<file path="src/sv/citc_pkg.sv">
// Package for the C identifier token counter: sizes, keyword table and record type.
// Has no dependencies; every other file but citc_ifs imports it.
package citc_pkg;

    localparam int MAX_LINE = 128;
    localparam int TOKEN_LIMIT = (MAX_LINE > 255) ? 255 : MAX_LINE;
    localparam int HEAD_BYTES = 8;
    localparam int COUNT_MAX = 127;
    localparam int KEYWORD_COUNT = 32;
    localparam int QUEUE_DEPTH = 4;
    localparam int QPTR_W = $clog2(QUEUE_DEPTH);
    localparam int QCNT_W = $clog2(QUEUE_DEPTH + 1);

    localparam logic [7:0] CH_NUL = 8'h00;
    localparam logic [7:0] CH_NEWLINE = 8'h0A;
    localparam logic [7:0] CH_SPACE = 8'h20;
    localparam logic [7:0] CH_UNDERSCORE = 8'h5F;

    // Keywords as string literals (first letter in the highest used byte).
    localparam logic [63:0] KW_TEXT [KEYWORD_COUNT] = '{
        "if", "do", "int", "for",
        "auto", "char", "case", "long", "enum", "goto", "void", "else",
        "break", "const", "short", "float", "union", "while",
        "double", "return", "extern", "signed", "sizeof", "static", "struct",
        "switch",
        "default", "typedef",
        "continue", "register", "unsigned", "volatile"
    };

    localparam logic [3:0] KW_LEN [KEYWORD_COUNT] = '{
        4'd2, 4'd2, 4'd3, 4'd3,
        4'd4, 4'd4, 4'd4, 4'd4, 4'd4, 4'd4, 4'd4, 4'd4,
        4'd5, 4'd5, 4'd5, 4'd5, 4'd5, 4'd5,
        4'd6, 4'd6, 4'd6, 4'd6, 4'd6, 4'd6, 4'd6,
        4'd6,
        4'd7, 4'd7,
        4'd8, 4'd8, 4'd8, 4'd8
    };

    // One closed token or line end, handed from the front to the back.
    typedef struct packed {
        logic       closed;
        logic       ident;
        logic [7:0] len;
        logic       line_end;
    } t_token_rec;

    // Reorders a keyword literal so that its first letter sits in bits 7:0,
    // the same layout the token head uses.
    function automatic logic [63:0] kw_little(input logic [63:0] text, input logic [3:0] len);
        logic [63:0] res;
        res = '0;
        for (int k = 0; k < HEAD_BYTES; k++) begin
            if (k < int'(len)) begin
                res[8*k +: 8] = text[8*(int'(len) - 1 - k) +: 8];
            end
        end
        return res;
    endfunction

    // Bytes past the token length are zero in the head, and terminators never
    // enter it, so a whole-word compare plus a length compare is exact.
    function automatic logic kw_match(input logic [63:0] head, input logic [7:0] len);
        logic hit;
        hit = 1'b0;
        for (int k = 0; k < KEYWORD_COUNT; k++) begin
            if (len == {4'd0, KW_LEN[k]} && head == kw_little(KW_TEXT[k], KW_LEN[k])) begin
                hit = 1'b1;
            end
        end
        return hit;
    endfunction

    function automatic logic is_word_byte(input logic [7:0] c);
        return (c == CH_UNDERSCORE) || (c >= 8'h61 && c <= 8'h7A) ||
               (c >= 8'h41 && c <= 8'h5A) || (c >= 8'h30 && c <= 8'h39);
    endfunction

    function automatic logic is_digit(input logic [7:0] c);
        return c >= 8'h30 && c <= 8'h39;
    endfunction

endpackage

</file>
<file path="src/sv/citc_ifs.sv">
// Handshake interfaces for the byte input and the token result channels.
// Depends on nothing; used by the top level of the token counter.
interface citc_byte_if;
    logic       valid;
    logic       ready;
    logic [7:0] ch;

    modport source (output valid, output ch, input ready);
    modport sink (input valid, input ch, output ready);
endinterface

interface citc_result_if;
    logic       valid;
    logic       ready;
    logic       token_closed;
    logic       is_identifier;
    logic [7:0] token_length;
    logic [6:0] identifier_total;
    logic       line_end;

    modport source (output valid, output token_closed, output is_identifier,
                    output token_length, output identifier_total, output line_end,
                    input ready);
    modport sink (input valid, input token_closed, input is_identifier,
                  input token_length, input identifier_total, input line_end,
                  output ready);
endinterface

</file>
<file path="src/sv/citc_front.sv">
// Front end: gathers token bytes and classifies each token when it ends.
// Depends on citc_pkg.
module citc_front
    import citc_pkg::*;
(
    input  logic       i_clk,
    input  logic       i_rst_n,
    input  logic       i_valid,
    input  logic [7:0] i_ch,
    input  logic       i_full,
    output logic       o_ready,
    output logic       o_push,
    output t_token_rec o_rec
);

    logic [63:0] r_head, n_head;
    logic [7:0]  r_len, n_len;
    logic        r_ok, n_ok;
    logic        accept, ends_line, is_sep;

    assign o_ready = !i_full;
    assign accept = i_valid && o_ready;
    assign ends_line = (i_ch == CH_NUL) || (i_ch == CH_NEWLINE);
    assign is_sep = ends_line || (i_ch == CH_SPACE);

    always_comb begin
        n_head = r_head;
        n_len = r_len;
        n_ok = r_ok;
        o_push = 1'b0;
        o_rec.closed = (r_len != 8'd0);
        o_rec.ident = r_ok && !is_digit(r_head[7:0]) && !kw_match(r_head, r_len);
        o_rec.len = r_len;
        o_rec.line_end = ends_line;
        if (accept) begin
            if (is_sep) begin
                o_push = o_rec.closed || ends_line;
                n_head = '0;
                n_len = 8'd0;
                n_ok = 1'b1;
            end else begin
                if (r_len < 8'(HEAD_BYTES)) begin
                    n_head = r_head | ({56'd0, i_ch} << {r_len[2:0], 3'b000});
                end
                if (!is_word_byte(i_ch)) begin
                    n_ok = 1'b0;
                end
                if (r_len < 8'(TOKEN_LIMIT)) begin
                    n_len = r_len + 8'd1;
                end
            end
        end
    end

    always_ff @(posedge i_clk) begin
        if (!i_rst_n) begin
            r_head <= '0;
            r_len <= 8'd0;
            r_ok <= 1'b1;
        end else begin
            r_head <= n_head;
            r_len <= n_len;
            r_ok <= n_ok;
        end
    end

endmodule

</file>
<file path="src/sv/citc_queue.sv">
// Short queue of token records between the front and the back end.
// Depends on citc_pkg.
module citc_queue
    import citc_pkg::*;
(
    input  logic              i_clk,
    input  logic              i_rst_n,
    input  logic              i_push,
    input  t_token_rec        i_rec,
    input  logic              i_pop,
    output logic              o_valid,
    output logic              o_full,
    output logic [QCNT_W-1:0] o_count,
    output t_token_rec        o_rec
);

    t_token_rec        r_mem [QUEUE_DEPTH];
    logic [QPTR_W-1:0] r_wr, r_rd;
    logic [QCNT_W-1:0] r_count;
    logic              do_pop;

    assign o_valid = (r_count != '0);
    assign o_full = (r_count == QCNT_W'(QUEUE_DEPTH));
    assign o_count = r_count;
    assign o_rec = r_mem[r_rd];
    assign do_pop = i_pop && o_valid;

    always_ff @(posedge i_clk) begin
        if (i_push) begin
            r_mem[r_wr] <= i_rec;
        end
    end

    always_ff @(posedge i_clk) begin
        if (!i_rst_n) begin
            r_wr <= '0;
            r_rd <= '0;
            r_count <= '0;
        end else begin
            if (i_push) begin
                r_wr <= r_wr + QPTR_W'(1);
            end
            if (do_pop) begin
                r_rd <= r_rd + QPTR_W'(1);
            end
            if (i_push && !do_pop) begin
                r_count <= r_count + QCNT_W'(1);
            end else if (do_pop && !i_push) begin
                r_count <= r_count - QCNT_W'(1);
            end
        end
    end

endmodule

</file>
<file path="src/sv/citc_back.sv">
// Back end: keeps the per-line identifier count and holds the result register.
// Depends on citc_pkg.
module citc_back
    import citc_pkg::*;
(
    input  logic       i_clk,
    input  logic       i_rst_n,
    input  logic       i_valid,
    input  t_token_rec i_rec,
    output logic       o_pop,
    input  logic       i_ready,
    output logic       o_valid,
    output logic       o_token_closed,
    output logic       o_is_identifier,
    output logic [7:0] o_token_length,
    output logic [6:0] o_identifier_total,
    output logic       o_line_end
);

    logic [6:0] r_count, n_count, total;
    logic       r_valid;

    assign o_valid = r_valid;
    assign o_pop = i_valid && (!r_valid || i_ready);

    always_comb begin
        total = r_count;
        if (i_rec.closed && i_rec.ident && r_count < 7'(COUNT_MAX)) begin
            total = r_count + 7'd1;
        end
        n_count = i_rec.line_end ? 7'd0 : total;
    end

    always_ff @(posedge i_clk) begin
        if (!i_rst_n) begin
            r_valid <= 1'b0;
            r_count <= 7'd0;
        end else begin
            if (o_pop) begin
                r_valid <= 1'b1;
                r_count <= n_count;
            end else if (i_ready) begin
                r_valid <= 1'b0;
            end
        end
    end

    always_ff @(posedge i_clk) begin
        if (o_pop) begin
            o_token_closed <= i_rec.closed;
            o_is_identifier <= i_rec.closed && i_rec.ident;
            o_token_length <= i_rec.closed ? i_rec.len : 8'd0;
            o_identifier_total <= total;
            o_line_end <= i_rec.line_end;
        end
    end

endmodule

</file>
<file path="src/sv/c_identifier_token_counter.sv">
// Top level of the C identifier token counter: front end, record queue, back end.
// Depends on citc_pkg, citc_ifs, citc_front, citc_queue and citc_back.

// The block takes one text byte per cycle on i_in while i_in.ready is high
// and splits the line into tokens at spaces; a zero byte or a newline ends
// the line. When a nonempty token ends, or the line ends, one result item
// appears on o_out carrying whether a token closed, whether it is a
// non-keyword C identifier, its length (saturating at the line limit), the
// running identifier count of the line and the line-end flag; the count
// starts over after each line end. The front end classifies a token from its
// registered first eight bytes with a parallel keyword compare and writes the
// record into the queue as the terminating byte is taken; the back end then
// registers the result. A four-entry record queue sits between the classifier
// and the counting output stage, so input bytes keep flowing while results
// wait; only when that queue is full does i_in.ready drop, which happens
// solely when the result side has stalled.
module c_identifier_token_counter
    import citc_pkg::*;
(
    input  logic          i_clk,
    input  logic          i_rst_n,
    citc_byte_if.sink     i_in,
    citc_result_if.source o_out
);

    t_token_rec        front_rec, queue_rec;
    logic              push, pop, q_valid, q_full;
    logic [QCNT_W-1:0] q_count;

    // Token gathering and classification.
    citc_front u_front (
        .i_clk   (i_clk),
        .i_rst_n (i_rst_n),
        .i_valid (i_in.valid),
        .i_ch    (i_in.ch),
        .i_full  (q_full),
        .o_ready (i_in.ready),
        .o_push  (push),
        .o_rec   (front_rec)
    );

    // Decouples the classifier from a stalled result channel.
    citc_queue u_queue (
        .i_clk   (i_clk),
        .i_rst_n (i_rst_n),
        .i_push  (push),
        .i_rec   (front_rec),
        .i_pop   (pop),
        .o_valid (q_valid),
        .o_full  (q_full),
        .o_count (q_count),
        .o_rec   (queue_rec)
    );

    // Identifier counting and the result register.
    citc_back u_back (
        .i_clk              (i_clk),
        .i_rst_n            (i_rst_n),
        .i_valid            (q_valid),
        .i_rec              (queue_rec),
        .o_pop              (pop),
        .i_ready            (o_out.ready),
        .o_valid            (o_out.valid),
        .o_token_closed     (o_out.token_closed),
        .o_is_identifier    (o_out.is_identifier),
        .o_token_length     (o_out.token_length),
        .o_identifier_total (o_out.identifier_total),
        .o_line_end         (o_out.line_end)
    );

    // The queue never takes a record while it is full.
    a_no_overflow: assert property (@(posedge i_clk) disable iff (!i_rst_n)
        !(push && q_full))
        else $error("token record pushed into a full queue");

    // An input stall only comes from a full queue, which in turn means the
    // result register is occupied.
    a_stall_cause: assert property (@(posedge i_clk) disable iff (!i_rst_n)
        (i_in.valid && !i_in.ready) |-> (q_count == QCNT_W'(QUEUE_DEPTH) && o_out.valid))
        else $error("input stalled without a full queue");

    // A reported identifier is always included in the running total.
    a_ident_counted: assert property (@(posedge i_clk) disable iff (!i_rst_n)
        (o_out.valid && o_out.is_identifier) |-> (o_out.identifier_total != 7'd0))
        else $error("identifier reported with a zero total");

    // A result with no closed token is a bare line end.
    a_bare_line_end: assert property (@(posedge i_clk) disable iff (!i_rst_n)
        (o_out.valid && !o_out.token_closed) |->
        (o_out.line_end && !o_out.is_identifier && o_out.token_length == 8'd0))
        else $error("empty result that is not a line end");

endmodule

</file>
<file path="src/flat_wrapper.sv">
// flat-port wrapper written by rule: the top's interface ports become plain ports
module c_identifier_token_counter_flat import citc_pkg::*;
  (i_clk, i_rst_n, i_in_valid, i_in_ch, i_in_ready, o_out_valid, o_out_token_closed, o_out_is_identifier, o_out_token_length, o_out_identifier_total, o_out_line_end, o_out_ready);
  citc_byte_if i_in_i ();
  citc_result_if o_out_i ();
  input  logic i_clk;
  input  logic i_rst_n;
  input wire logic [$bits(i_in_i.valid)-1:0] i_in_valid;
  input wire logic [$bits(i_in_i.ch)-1:0] i_in_ch;
  output wire logic [$bits(i_in_i.ready)-1:0] i_in_ready;
  output wire logic [$bits(o_out_i.valid)-1:0] o_out_valid;
  output wire logic [$bits(o_out_i.token_closed)-1:0] o_out_token_closed;
  output wire logic [$bits(o_out_i.is_identifier)-1:0] o_out_is_identifier;
  output wire logic [$bits(o_out_i.token_length)-1:0] o_out_token_length;
  output wire logic [$bits(o_out_i.identifier_total)-1:0] o_out_identifier_total;
  output wire logic [$bits(o_out_i.line_end)-1:0] o_out_line_end;
  input wire logic [$bits(o_out_i.ready)-1:0] o_out_ready;
  assign i_in_i.valid = i_in_valid;
  assign i_in_i.ch = i_in_ch;
  assign i_in_ready = i_in_i.ready;
  assign o_out_valid = o_out_i.valid;
  assign o_out_token_closed = o_out_i.token_closed;
  assign o_out_is_identifier = o_out_i.is_identifier;
  assign o_out_token_length = o_out_i.token_length;
  assign o_out_identifier_total = o_out_i.identifier_total;
  assign o_out_line_end = o_out_i.line_end;
  assign o_out_i.ready = o_out_ready;
  c_identifier_token_counter u_core (.i_clk(i_clk), .i_rst_n(i_rst_n), .i_in(i_in_i), .o_out(o_out_i));
endmodule
</file>
<file path="config.mk">
export PLATFORM = sky130hd
export DESIGN_NAME = c_identifier_token_counter_flat
export DESIGN_NICKNAME = d
export VERILOG_FILES = /design/src/sv/citc_pkg.sv /design/src/sv/citc_ifs.sv /design/src/sv/citc_front.sv /design/src/sv/citc_queue.sv /design/src/sv/citc_back.sv /design/src/sv/c_identifier_token_counter.sv /design/src/flat_wrapper.sv
export SDC_FILE = /design/constraint.sdc
export NUM_CORES = 1
export LEC_CHECK = 0
export BUFFER_PORTS_ARGS = -buffer_cell sky130_fd_sc_hd__clkbuf_2
export CAP_MARGIN = 20
export CORE_ASPECT_RATIO = 0.8
export CORE_UTILIZATION = 40
export DETAILED_ROUTE_END_ITERATION = 8
export SETUP_SLACK_MARGIN = 0.02
export SYNTH_ARGS = -nofsm -noshare
export SYNTH_HDL_FRONTEND = slang
export SYNTH_SLANG_ARGS = --single-unit
</file>
<file path="constraint.sdc">
create_clock -name i_clk -period 3.2 [get_ports i_clk]
set_input_delay 0.8 -clock i_clk [delete_from_list [all_inputs] [get_ports i_clk]]
set_output_delay 0.8 -clock i_clk [all_outputs]
set_load 0.01 [all_outputs]
</file>
**Yosys cells after proc, flatten, opt, wreduce, memory -nomap -nowiden**

Memories as Yosys holds them, arrays and structs flattened. A register that Yosys moved wholly into a read port is not among the register bits.
Cells that the tools add are included.

- Register bits: 106
- Logic and storage cells: 195
- Input port bits: 12
- Memory bits (writable): 44
- Memories: 1

- Add/subtract/negate cells: 6
- Magnitude comparators: 11
- Shift operators: 1
- Bitwise logic cells: 1
- Eq/ne operators: 44
- Reduce and logical (&&, ||, !) cells: 68
- Multiplexer cells: 50

Memories:

| memory | depth | width | read ports | clocked after memory_dff | write ports | RTL line | RTL |
|---|---|---|---|---|---|---|---|
| u_core.u_queue.r_mem | 4 | 11 | 1 | 1 | 1 | citc_queue.sv:17 | `t_token_rec r_mem [QUEUE_DEPTH];` |

Operators by type and width:

| kind | number |
|---|---|
| $eq 64x31->1 const B | 8 |
| $eq 64x47->1 const B | 8 |
| $eq 64x39->1 const B | 6 |
| $eq 64x63->1 const B | 4 |
| $eq 64x15->1 const B | 2 |
| $eq 64x23->1 const B | 2 |
| $eq 64x55->1 const B | 2 |
| $mux 64 | 2 |
| $or 64x64->64 | 1 |
| $shl 8x6->64 | 1 |
| $logic_and 1x1->1 | 45 |
| $mux 1 | 40 |
| $eq 8x3->1 const B | 4 |
| $eq 8x2->1 const B | 2 |
| $eq 8x4->1 const B | 2 |
| $ge 8x6->1 const B | 2 |
| $ge 8x7->1 const B | 2 |
| $le 8x6->1 const B | 2 |
| $le 8x7->1 const B | 2 |
| $mux 8 | 2 |
| $mux 7 | 2 |
| $add 8x1->8 const B | 1 |
| $eq 8x6->1 const B | 1 |
| $eq 8x7->1 const B | 1 |
| 18 further kinds | 37 |

**Depth between registers and ports, before layout**

Gate-level depths: netlist of the first run.

- Word-level depth: 36
- Depth in mapped cells: 13
- Gate-level depth less buffers: 12

**By module**

A second synthesis of the first run with hierarchy kept.

- Cell total of the unflattened synthesis: 748
- Area, all modules: 7524.7 um^2

By module, submodules not included:

| module | times used | area an instance (um^2) | cells an instance |
|---|---|---|---|
| citc_front | 1 | 4282.9 | 550 |
| citc_queue | 1 | 2089.5 | 100 |
| citc_back | 1 | 1152.4 | 98 |

**Worst setup path before layout of the first run**

No wires, ideal clock.

- Path type: input-to-reg
- Start point: in i_in_ch[6]
- End point: reg u_core.u_queue.r_count[2], in the netlist u_core.u_queue.o_count[2]
- Data required time: 3.124 ns
- Arrival: 3.344 ns
- Path slack: -0.220 ns
- Buffers on the path: 1
- Stages on the path: 11
- Setup time: 0.076 ns
- Cell sequence: clkbuf_1 or2_2 a2111oi_1 nor2_1 nor2_2 ha_1 inv_1 fa_1 xor2_1 or3_1 a21boi_0

RTL lines:

| element | RTL line | RTL |
|---|---|---|
| start, declared | flat_wrapper.sv:9 | `input wire logic [$bits(i_in_i.ch)-1:0] i_in_ch;` |
| end signal, assigned | citc_queue.sv:47 | `r_count <= r_count + QCNT_W'(1);` |
| end signal, assigned | citc_queue.sv:49 | `r_count <= r_count - QCNT_W'(1);` |
| end, declared | citc_queue.sv:19 | `logic [QCNT_W-1:0] r_count;` |

==> flow_metrics.py, run 1 <==
metrics = {
    "clock_network": {
        "tritoncts": "done",
        "ctsResizeCount": 0,
        "holdBufCountCts": 0,
        "root_buffer": "clkbuf_16",
        "cts_setup_buffers": 0,
        "cts_inserted_buffers": 17,
        "cts.path.max_buffers": 2,
        "worstSkewPairLatency_ns": 0.42,
        "cts.clk_slew.worst_paths_ns": 0.06,
        "htreeDepth": 4,
        "clkSinkCount": 152,
    },
    "layout": {
        "area_delta_synth_final_pct": 17.0,
        "n_antenna_cell": 0,
        "drive_above_1_share_pct": 17.0,
        "final_common_cell": "nor2_1",
        "layout.cells.non_filler": 1032,
        "nFillCells": 1645,
        "final_nets": 817,
        "final_cell_mix": "nor2_1, dfxtp_1, a21oi_1",
        "utilization_pct": 48.4,
    },
    "floorplanning": {
        "io_pins": 32,
        "fp.dieArea_um2": 18700,
        "die_y_um": 122,
        "core_area_um2": 17500,
        "rows": 43,
        "initial_core_util_pct": 41.3,
        "die_w_um": 153,
    },
    "power_and_ir_drop": {
        "leakagePower_nw": 2.99,
        "vdd_drop_max_mv": 0.417,
        "power_density_nw_per_um2": 629,
    },
    "sta": {
        "fmax_mhz": 326,
        "finalSetupViolCount": 0,
        "clock_skew_ns": 0.0118,
        "fin_crit_sh_pct": 96.0,
        "relSlewSlack_pct": 47.9,
        "maxSlewViolCount": 0,
        "tightest_slew_ns": 0.761,
        "rsz0062_at_grt": "no",
        "min_period_ns": 3.07,
        "final.setup.tns_ns": 0,
        "hold_viol": 0,
    },
    "synthesis": {
        "synth-main-ff-cell": "dfxtp_1",
        "ys_ff_latch": 152,
        "syn-mean-instance-area_um2": 9.79,
        "seq_area_frac_synth_pct": 50.5,
        "synth_cells": 741,
        "synth_edf_count": 62,
        "syn-num-nets": 764,
        "ys_warn_count": 0,
        "synthDistinctLibCells": 68,
        "async_reset_ff_share_pct": 0,
        "netlist_area_um2": 7250,
    },
    "detailed_routing": {
        "via_count": 6250,
        "wl_mm": 22.4,
        "remaining_drc_errors": 0,
        "wire_per_inst_um": 21.7,
        "detail-route-antenna-nets": 0,
        "dr.pass1.iters": 5,
        "drt-initial-drc-count": 716,
        "viasPerCell": 6.06,
    },
    "setup_path": {
        "regToRegStartpoint": "u_core.u_front.r_head[25]",
        "path_max_fanout": 9,
        "reg2reg_slack_ns": 0.13,
        "rr_endpoint": "u_core.u_queue.r_mem[0][9]",
        "crit_type": "reg2reg",
        "r2r_cells": 9,
        "cp-end-kind": "register",
        "crit_required_ns": 3.35,
        "crit_path_start_kind": "register",
        "arrival_ns": 3.22,
    },
    "worst_hold_path": {
        "hold_depth": 2,
        "hp-class": "reg2reg",
        "holdPathEnd": "u_core.u_back.o_valid",
        "hp-start": "u_core.u_back.o_valid",
    },
    "placed_design": {
        "routabilityCongestion": 0.973,
        "port_buffers": 31,
        "hpwl_mm": 16.4,
        "dp.cells": 1000,
    },
    "global_route": {
        "grt_pass1_wl_mm": 34.1,
        "grt_max_degree": 71,
        "overflow": 0,
        "antenna_found_initial": 0,
        "grt.total_usage_pct": 24.7,
        "grt_pass1_vias": 5543,
    },
    "flow_run": {
        "drv_cap": 0,
    },
    "run_status": {
        "status": "completed",
    },
}
==> state kept, by name, summed over array words and instances, names as in the netlist, 2 cells and up, named ones only <==
signal / cells
u_core.u_back.r_count: 7
u_core.u_queue.o_count: 3
u_core.u_back.o_token_length: 8
u_core.u_back.o_identifier_total: 7
u_core.u_queue.r_wr: 2
u_core.u_front.r_len: 8
u_core.u_front.r_head: 64
u_core.u_queue.r_mem: 44
u_core.u_queue.r_rd: 2
==> worst max-delay path by stage <==
stage,from,to,slack [ns],depth (start not counted)
after global placement,i_in_ch[4],u_core.u_queue.o_count[2],0.03,11
final,u_core.u_front.r_head[25],u_core.u_queue.r_mem[0][9],0.13,9
after detailed placement,i_in_ch[4],u_core.u_queue.o_count[2],-0.08,11
after global routing,u_core.u_front.r_len[7],u_core.u_queue.o_count[2],0.15,11
after CTS,i_in_ch[4],u_core.u_queue.o_count[2],0.35,11
after floorplan,i_in_ch[4],u_core.u_queue.o_count[2],0.03,10
==> metal layers <==
layer  routed length (µm)  GRT usage (%)
met5                    0              0
met4                  313           6.12
met1                11200           39.0
met2                 8740           32.7
met3                 2080           6.32
==> synthesized netlist by cell type (all sizes together) (5+ instances only) <==
| cell type | instances | share of area (%) |
|---|---|---|
| edfxtp | 62 | 26 |
| nor4b | 6 | 0.72 |
| and4 | 5 | 0.60 |
| and2 | 27 | 2.3 |
| nor4bb | 7 | 0.97 |
| a21oi | 71 | 4.9 |
| clkbuf | 38 | 2.0 |
| a21boi | 5 | 0.52 |
| nor3 | 19 | 1.4 |
| o21ai | 9 | 0.62 |
| nand3 | 29 | 2.0 |
| and3 | 7 | 0.60 |
| or4 | 6 | 0.62 |
| inv | 14 | 0.72 |
| nand2 | 43 | 2.2 |
| and4b | 9 | 1.2 |
| nor2b | 23 | 2.0 |
| xor2 | 7 | 0.85 |
| nor2 | 103 | 5.4 |
| nor4 | 23 | 2.1 |
| dfxtp | 90 | 25 |
| nand4 | 37 | 3.2 |
| or3 | 6 | 0.59 |
| ha | 10 | 1.7 |
| mux4 | 11 | 3.4 |
| xnor2 | 9 | 1.1 |
==> stage by stage <==
| step | hold WS (ns) | instance area [µm²] | power, W | setup WS [ns] |
|---|---|---|---|---|
| after detailed placement | 0.486 | 7910 | 0.00341 | -0.0847 |
| final | 0.493 | 8480 | 0.00533 | 0.129 |
| after floorplan | 0.444 | 7280 | 0.00305 | 0.0334 |
| after global routing | 0.521 | 8480 | 0.00559 | 0.152 |
| after global placement | 0.465 | 7910 | 0.00339 | 0.0311 |
| after CTS | 0.495 | 8480 | 0.00539 | 0.347 |
==> final cells by class <==
cell class / instances / area (µm²) / share of cell area, %
Clock buffer: 18 / 439 / 5.18
Timing Repair Buffer: 75 / 498 / 5.87
Inverter: 14 / 52.6 / 0.620
Tap cell: 225 / 282 / 3.32
Clock inverter: 14 / 138 / 1.62
Multi-Input combinational cell: 534 / 3410 / 40.2
Sequential cell: 152 / 3660 / 43.2
==> power by group <==
group          switching [W]  leakage (nW)  total [W]  internal, W
sequential          0.000124          1.31    0.00239      0.00227
clock               0.000850         0.286    0.00196      0.00111
combinational       0.000584          1.39   0.000982     0.000398
==> worst max-delay path, stage by stage, from the launching register on <==
cell and delay [ns]:
dfxtp_1 0.54, nor2_1 0.20, nand4_1 0.22, buf_4 0.17
nor4_1 0.06, o211a_1 0.24, a2111oi_0 0.61, buf_4 0.24
o22ai_1 0.06, nor3_1 0.46
==> kinds of logic (layout without fill, tap and decap cells) <==
family | count (synthesis) | count (layout) | share of synthesized area [%]
AOI/OAI and AO/OA | 116 | 116 | 9.51
DFF | 152 | 152 | 50.5
muxes | 14 | 14 | 3.85
buffers and inverters | 55 | 121 | 2.92
and+or+nand+nor | 377 | 377 | 29.3
xor gates and xnor gates | 16 | 16 | 1.93
adders and majority gates | 11 | 11 | 2.00
Power figures use the tool's default switching activity.
==> run 2: changes to the inputs <==
PLACE_DENSITY = 0.65   (was not set)
==> flow_metrics.py, run 2 (synthesized netlist as in run 1, its figures left out) <==
metrics = {
    "sta": {
        "relSlewSlack_pct": 27.2,
        "hold_viol": 0,
        "fmax_mhz": 355,
        "fin_crit_sh_pct": 88.1,
        "clock_skew_ns": 0.0159,
        "tightest_slew_ns": 1.06,
        "rsz0062_at_grt": "no",
        "min_period_ns": 2.82,
        "finalSetupViolCount": 0,
        "maxSlewViolCount": 0,
        "timing.hold.ws_ns": 0.498,
    },
    "global_route": {
        "grt_max_degree": 71,
        "overflow": 0,
        "antenna_found_initial": 0,
        "grt.total_usage_pct": 21.5,
        "grt_pass1_wl_mm": 30.5,
        "grt_pass1_vias": 5445,
    },
    "clock_network": {
        "tritoncts": "done",
        "htreeDepth": 4,
        "cts_setup_buffers": 0,
        "clkSinkCount": 152,
        "cts.path.max_buffers": 2,
        "cts.clk_slew.worst_paths_ns": 0.07,
        "worstSkewPairLatency_ns": 0.43,
        "holdBufCountCts": 0,
        "cts_inserted_buffers": 17,
        "root_buffer": "clkbuf_16",
        "ctsResizeCount": 0,
    },
    "floorplanning": {
        "initial_core_util_pct": 41.3,
        "die_y_um": 122,
        "io_pins": 32,
        "die_w_um": 153,
        "fp.dieArea_um2": 18700,
        "rows": 43,
        "core_area_um2": 17500,
    },
    "layout": {
        "area_delta_synth_final_pct": 16.9,
        "layout.cells.non_filler": 1027,
        "nFillCells": 1619,
        "final_common_cell": "nor2_1",
        "multiInputGateArea_um2": 3410,
        "seqCellArea_um2": 3660,
        "drive_above_1_share_pct": 16.5,
        "top_regs": "u_core.u_front.r_head x64, u_core.u_queue.r_mem x44",
        "largest_reg_flops": 64,
        "utilization_pct": 48.4,
        "largest-register": "u_core.u_front.r_head",
        "final_nets": 812,
        "n_antenna_cell": 0,
        "final_cell_mix": "nor2_1, dfxtp_1, a21oi_1",
    },
    "run_status": {
        "violations": "DRC",
        "status": "complete, but fails checks",
    },
    "setup_path": {
        "regToRegStartpoint": "u_core.u_front.r_head[40]",
        "reg2reg_slack_ns": 0.44,
        "rr_endpoint": "u_core.u_queue.r_mem[1][9]",
        "crit_type": "in2reg",
        "cp_slowest_stage_delay_ns": 0.47,
        "slowest_stage": "or3_1",
        "crit_buf_inv": 2,
        "cp_top_family": "simple AND/OR/NAND/NOR gates",
        "cp-end-kind": "register",
        "crit_required_ns": 3.56,
        "crit_path_start_kind": "primary input",
        "path_max_fanout": 3,
        "arrival_ns": 3.17,
        "path_cells": "clkbuf_2 > or3_1 > a2111oi_4 > nor2_1 > nor2_4 > ha_1 > inv_1 > fa_1 > xor2_1 > or3_1 > a21boi_0",
        "cpMostUsedCell": "or3_1",
        "r2r_cells": 8,
    },
    "worst_hold_path": {
        "hp-start": "u_core.u_front.r_head[47]",
        "hold_depth": 2,
        "hp-class": "reg2reg",
        "holdPathEnd": "u_core.u_front.r_head[47]",
    },
    "detailed_routing": {
        "dr.pass1.iters": 9,
        "wl_mm": 19.3,
        "remaining_drc_errors": 2,
        "detail-route-antenna-nets": 0,
        "viasPerCell": 5.78,
        "wire_per_inst_um": 18.8,
        "drt-initial-drc-count": 531,
        "via_count": 5933,
    },
    "power_and_ir_drop": {
        "leakagePower_nw": 2.98,
        "vdd_drop_max_mv": 0.345,
        "power_density_nw_per_um2": 637,
    },
    "flow_run": {
        "drv_cap": 0,
    },
    "placed_design": {
        "routabilityCongestion": 0.948,
        "dp.cells": 995,
        "port_buffers": 31,
        "hpwl_mm": 13.5,
    },
}
[run 2: cell count changes in the layout (fill, tap and decap cells not counted), sizes merged]
cell	change
clkinvlp	-1
inv	+2
clkinv	-2
buf	-5
clkbuf	+1
[run 2: area by class of cell]
class	instances	share of cell area (%)
multi-input combinational	534	40.2
sequential	152	43.2
timing repair buffer	70	5.43
clock inverter	13	1.76
inverter	14	0.620
tap	225	3.32
clock buffer	19	5.47
[run 2: how the worst max path moves through the flow]
stage                                      to  startpoint  depth (start not counted)
floorplan           u_core.u_queue.o_count[2]  i_in_ch[4]                         10
global placement    u_core.u_queue.o_count[2]  i_in_ch[4]                         11
detailed placement  u_core.u_queue.o_count[2]  i_in_ch[4]                         11
CTS                 u_core.u_queue.o_count[2]  i_in_ch[4]                         11
global route        u_core.u_queue.o_count[2]  i_in_ch[4]                         11
finish              u_core.u_queue.o_count[2]  i_in_ch[4]                         11
[run 2: tightest hold or removal path: stages (launching register included)]
cell     delay, ns
dfxtp_1       0.35
a21oi_1       0.05
nor2_1        0.07
[run 2: report_power, final]
part	internal [W]	total, W	switching [W]
logic	0.000398	0.000934	0.000536
clock network	0.00118	0.00206	0.000883
registers	0.00227	0.00241	0.000140
[run 2: metrics by stage]
| step | area, µm² | setup TNS, ns | setup WS [ns] | total power [W] |
|---|---|---|---|---|
| global route | 8480 | 0 | 0.291 | 0.00563 |
| finish | 8480 | 0 | 0.381 | 0.00540 |
| global placement | 7870 | 0 | 0.0182 | 0.00336 |
| detailed placement | 7870 | -0.0501 | -0.0501 | 0.00338 |
| floorplan | 7280 | 0 | 0.0334 | 0.00305 |
| CTS | 8480 | 0 | 0.380 | 0.00544 |
[run 2: metal layers]
metal,up-vias,part of all wire [%],track usage (%),routed length [µm]
li1,2847,-,-,-
met1,2793,45,29.1,8780
met2,246,44,33.3,8530
met3,47,7.6,4.91,1470
met4,0,2.7,9.34,527
met5,-,0,0,0
==> run 3: changes to the inputs <==
==> constraint.sdc (replaced) <==
create_clock -name i_clk -period 3.2 [get_ports i_clk]
set_input_delay 0 -clock i_clk [delete_from_list [all_inputs] [get_ports i_clk]]
set_output_delay 0 -clock i_clk [all_outputs]
set_load 0.01 [all_outputs]
==> flow_metrics.py, run 3 (synthesized netlist as in run 1, its figures left out) <==
metrics = {
    "run_status": {
        "status": "completed",
    },
    "floorplanning": {
        "die_y_um": 122,
        "die_w_um": 153,
        "core_area_um2": 17500,
        "initial_core_util_pct": 41.3,
        "fp.dieArea_um2": 18700,
        "io_pins": 32,
        "rows": 43,
    },
    "detailed_routing": {
        "via_count": 6072,
        "wl_mm": 21.1,
        "detail-route-antenna-nets": 0,
        "drt-initial-drc-count": 687,
        "remaining_drc_errors": 0,
        "dr.pass1.iters": 9,
        "wire_per_inst_um": 20.8,
        "viasPerCell": 5.99,
    },
    "layout": {
        "fin_area_um2": 8360,
        "final_nets": 799,
        "final_common_cell": "nor2_1",
        "area_delta_synth_final_pct": 15.3,
        "largest_reg_flops": 64,
        "top_regs": "u_core.u_front.r_head x64, u_core.u_queue.r_mem x44",
        "utilization_pct": 47.7,
        "largest-register": "u_core.u_front.r_head",
        "n_antenna_cell": 0,
        "final_cell_mix": "nor2_1, dfxtp_1, a21oi_1",
        "drive_above_1_share_pct": 14.4,
    },
    "flow_run": {
        "drv_cap": 0,
    },
    "placed_design": {
        "routabilityCongestion": 0.999,
        "port_buffers": 31,
        "place_ws_ns": 0.237,
        "hpwl_mm": 15.1,
        "post_dp_cell_area_um2": 7710,
    },
    "clock_network": {
        "cts.path.max_buffers": 2,
        "root_buffer": "clkbuf_16",
        "clkSinkCount": 152,
        "cts.clk_slew.worst_paths_ns": 0.07,
        "htreeDepth": 4,
        "cts_inserted_buffers": 17,
        "worstSkewPairLatency_ns": 0.43,
        "tritoncts": "done",
        "cts_setup_buffers": 0,
    },
    "setup_path": {
        "cp-end-kind": "register",
        "path_max_fanout": 7,
        "path_cells": "dlygate4sd3_1 > clkbuf_2 > or2_2 > a2111oi_1 > buf_4 > nor2_1 > nor2_2 > ha_1 > inv_1 > fa_1 > xor2_1 > or3_1 > a21boi_0",
        "crit_buf_inv": 4,
        "crit_type": "in2reg",
        "crit_required_ns": 3.55,
        "arrival_ns": 3.31,
        "cp_top_family": "buffers and inverters",
        "crit_path_start_kind": "primary input",
        "cp_slowest_stage_delay_ns": 0.54,
        "slowest_stage": "dlygate4sd3_1",
    },
    "global_route": {
        "grt_pass1_vias": 5540,
        "grt_max_degree": 45,
        "overflow": 0,
        "antenna_found_initial": 0,
        "grt.total_usage_pct": 23.4,
        "grt_pass1_wl_mm": 32.6,
    },
    "power_and_ir_drop": {
        "pwr-share-comb_pct": 17.3,
        "vdd_drop_max_mv": 0.295,
        "power_density_nw_per_um2": 639,
        "p_seq_share_pct": 44.8,
        "switching_power_w": 0.00164,
        "swShare_pct": 30.6,
        "leakagePower_nw": 2.89,
        "power_frac_clock_pct": 37.8,
        "power.internal_w": 0.00370,
    },
    "sta": {
        "hold_viol": 0,
        "relSlewSlack_pct": 47.2,
        "finalSetupViolCount": 0,
        "maxSlewViolCount": 0,
        "fmax_mhz": 338,
        "setup_ws_ns": 0.239,
        "clock_skew_ns": 0.0175,
        "min_period_ns": 2.96,
        "final.setup.tns_ns": 0,
        "tightest_slew_ns": 0.792,
        "rsz0062_at_grt": "no",
        "fin_crit_sh_pct": 92.5,
    },
    "worst_hold_path": {
        "hp-class": "in2reg",
    },
}
## run 3: cell count changes in the layout (fill, tap and decap cells not counted), sizes merged
cell	before	now
buf	39	22
bufinv	1	0
clkbuf	50	48
clkinv	3	9
clkinvlp	0	1
dlygate4sd3	0	4
inv	23	19
## run 3: power groups by stage
stage	combinational, W	clock [W]	sequential [W]
finish	0.000925	0.00202	0.00240
global route	0.00102	0.00214	0.00242
CTS	0.000931	0.00206	0.00240
detailed placement	0.000920	0	0.00244
global placement	0.000922	0	0.00244
floorplan	0.000574	0	0.00247
## run 3: final cells by class
| type | instances | area, µm² |
|---|---|---|
| Tap cell | 225 | 282 |
| Sequential cell | 152 | 3660 |
| Fill cell | 1627 | 9180 |
| Clock inverter | 15 | 183 |
| Inverter | 14 | 52.6 |
| Multi-Input combinational cell | 534 | 3380 |
| Timing Repair Buffer | 57 | 373 |
| Clock buffer | 17 | 425 |
## run 3: through the flow
step / instances / power [W] / hold WS [ns]
2_1_floorplan: 741 / 0.00304 / 0.189
3_3_place_gp: 978 / 0.00336 / 0.289
3_5_place_dp: 978 / 0.00336 / 0.292
4_1_cts: 1014 / 0.00539 / 0.00145
5_1_grt: 1014 / 0.00558 / 0.0173
6_report: 1014 / 0.00534 / 0.0222
## run 3: worst min-delay path: stages
cell,delay [ns]
clkbuf_2,0.20
a21oi_1,0.17
nor2_1,0.04
## run 3: timing repair
item / in CTS / in global routing
resized for setup: 0 / 0
endpoints found under the hold margin: 4 / 0
hold buffers: 4 / 0
## run 3: worst paths after layout
path,cells past startpoint,slack [ns],start,end
max reg2reg,7,0.49,u_core.u_front.r_head[42],u_core.u_queue.r_mem[0][9]
min reg2reg,2,0.48,u_core.u_back.o_valid,u_core.u_back.o_valid
min,3,0.02,i_in_ch[0],u_core.u_front.r_head[24]
max,13,0.24,i_in_ch[1],u_core.u_queue.o_count[2]
## run 3: layer usage
metal	share of wire (%)	track usage, %	vias to the layer above
met5	0	0	-
met4	2.7	8.96	0
met3	8.5	6.57	61
met2	41	32.9	293
met1	48	34.0	2893
li1	-	-	2825
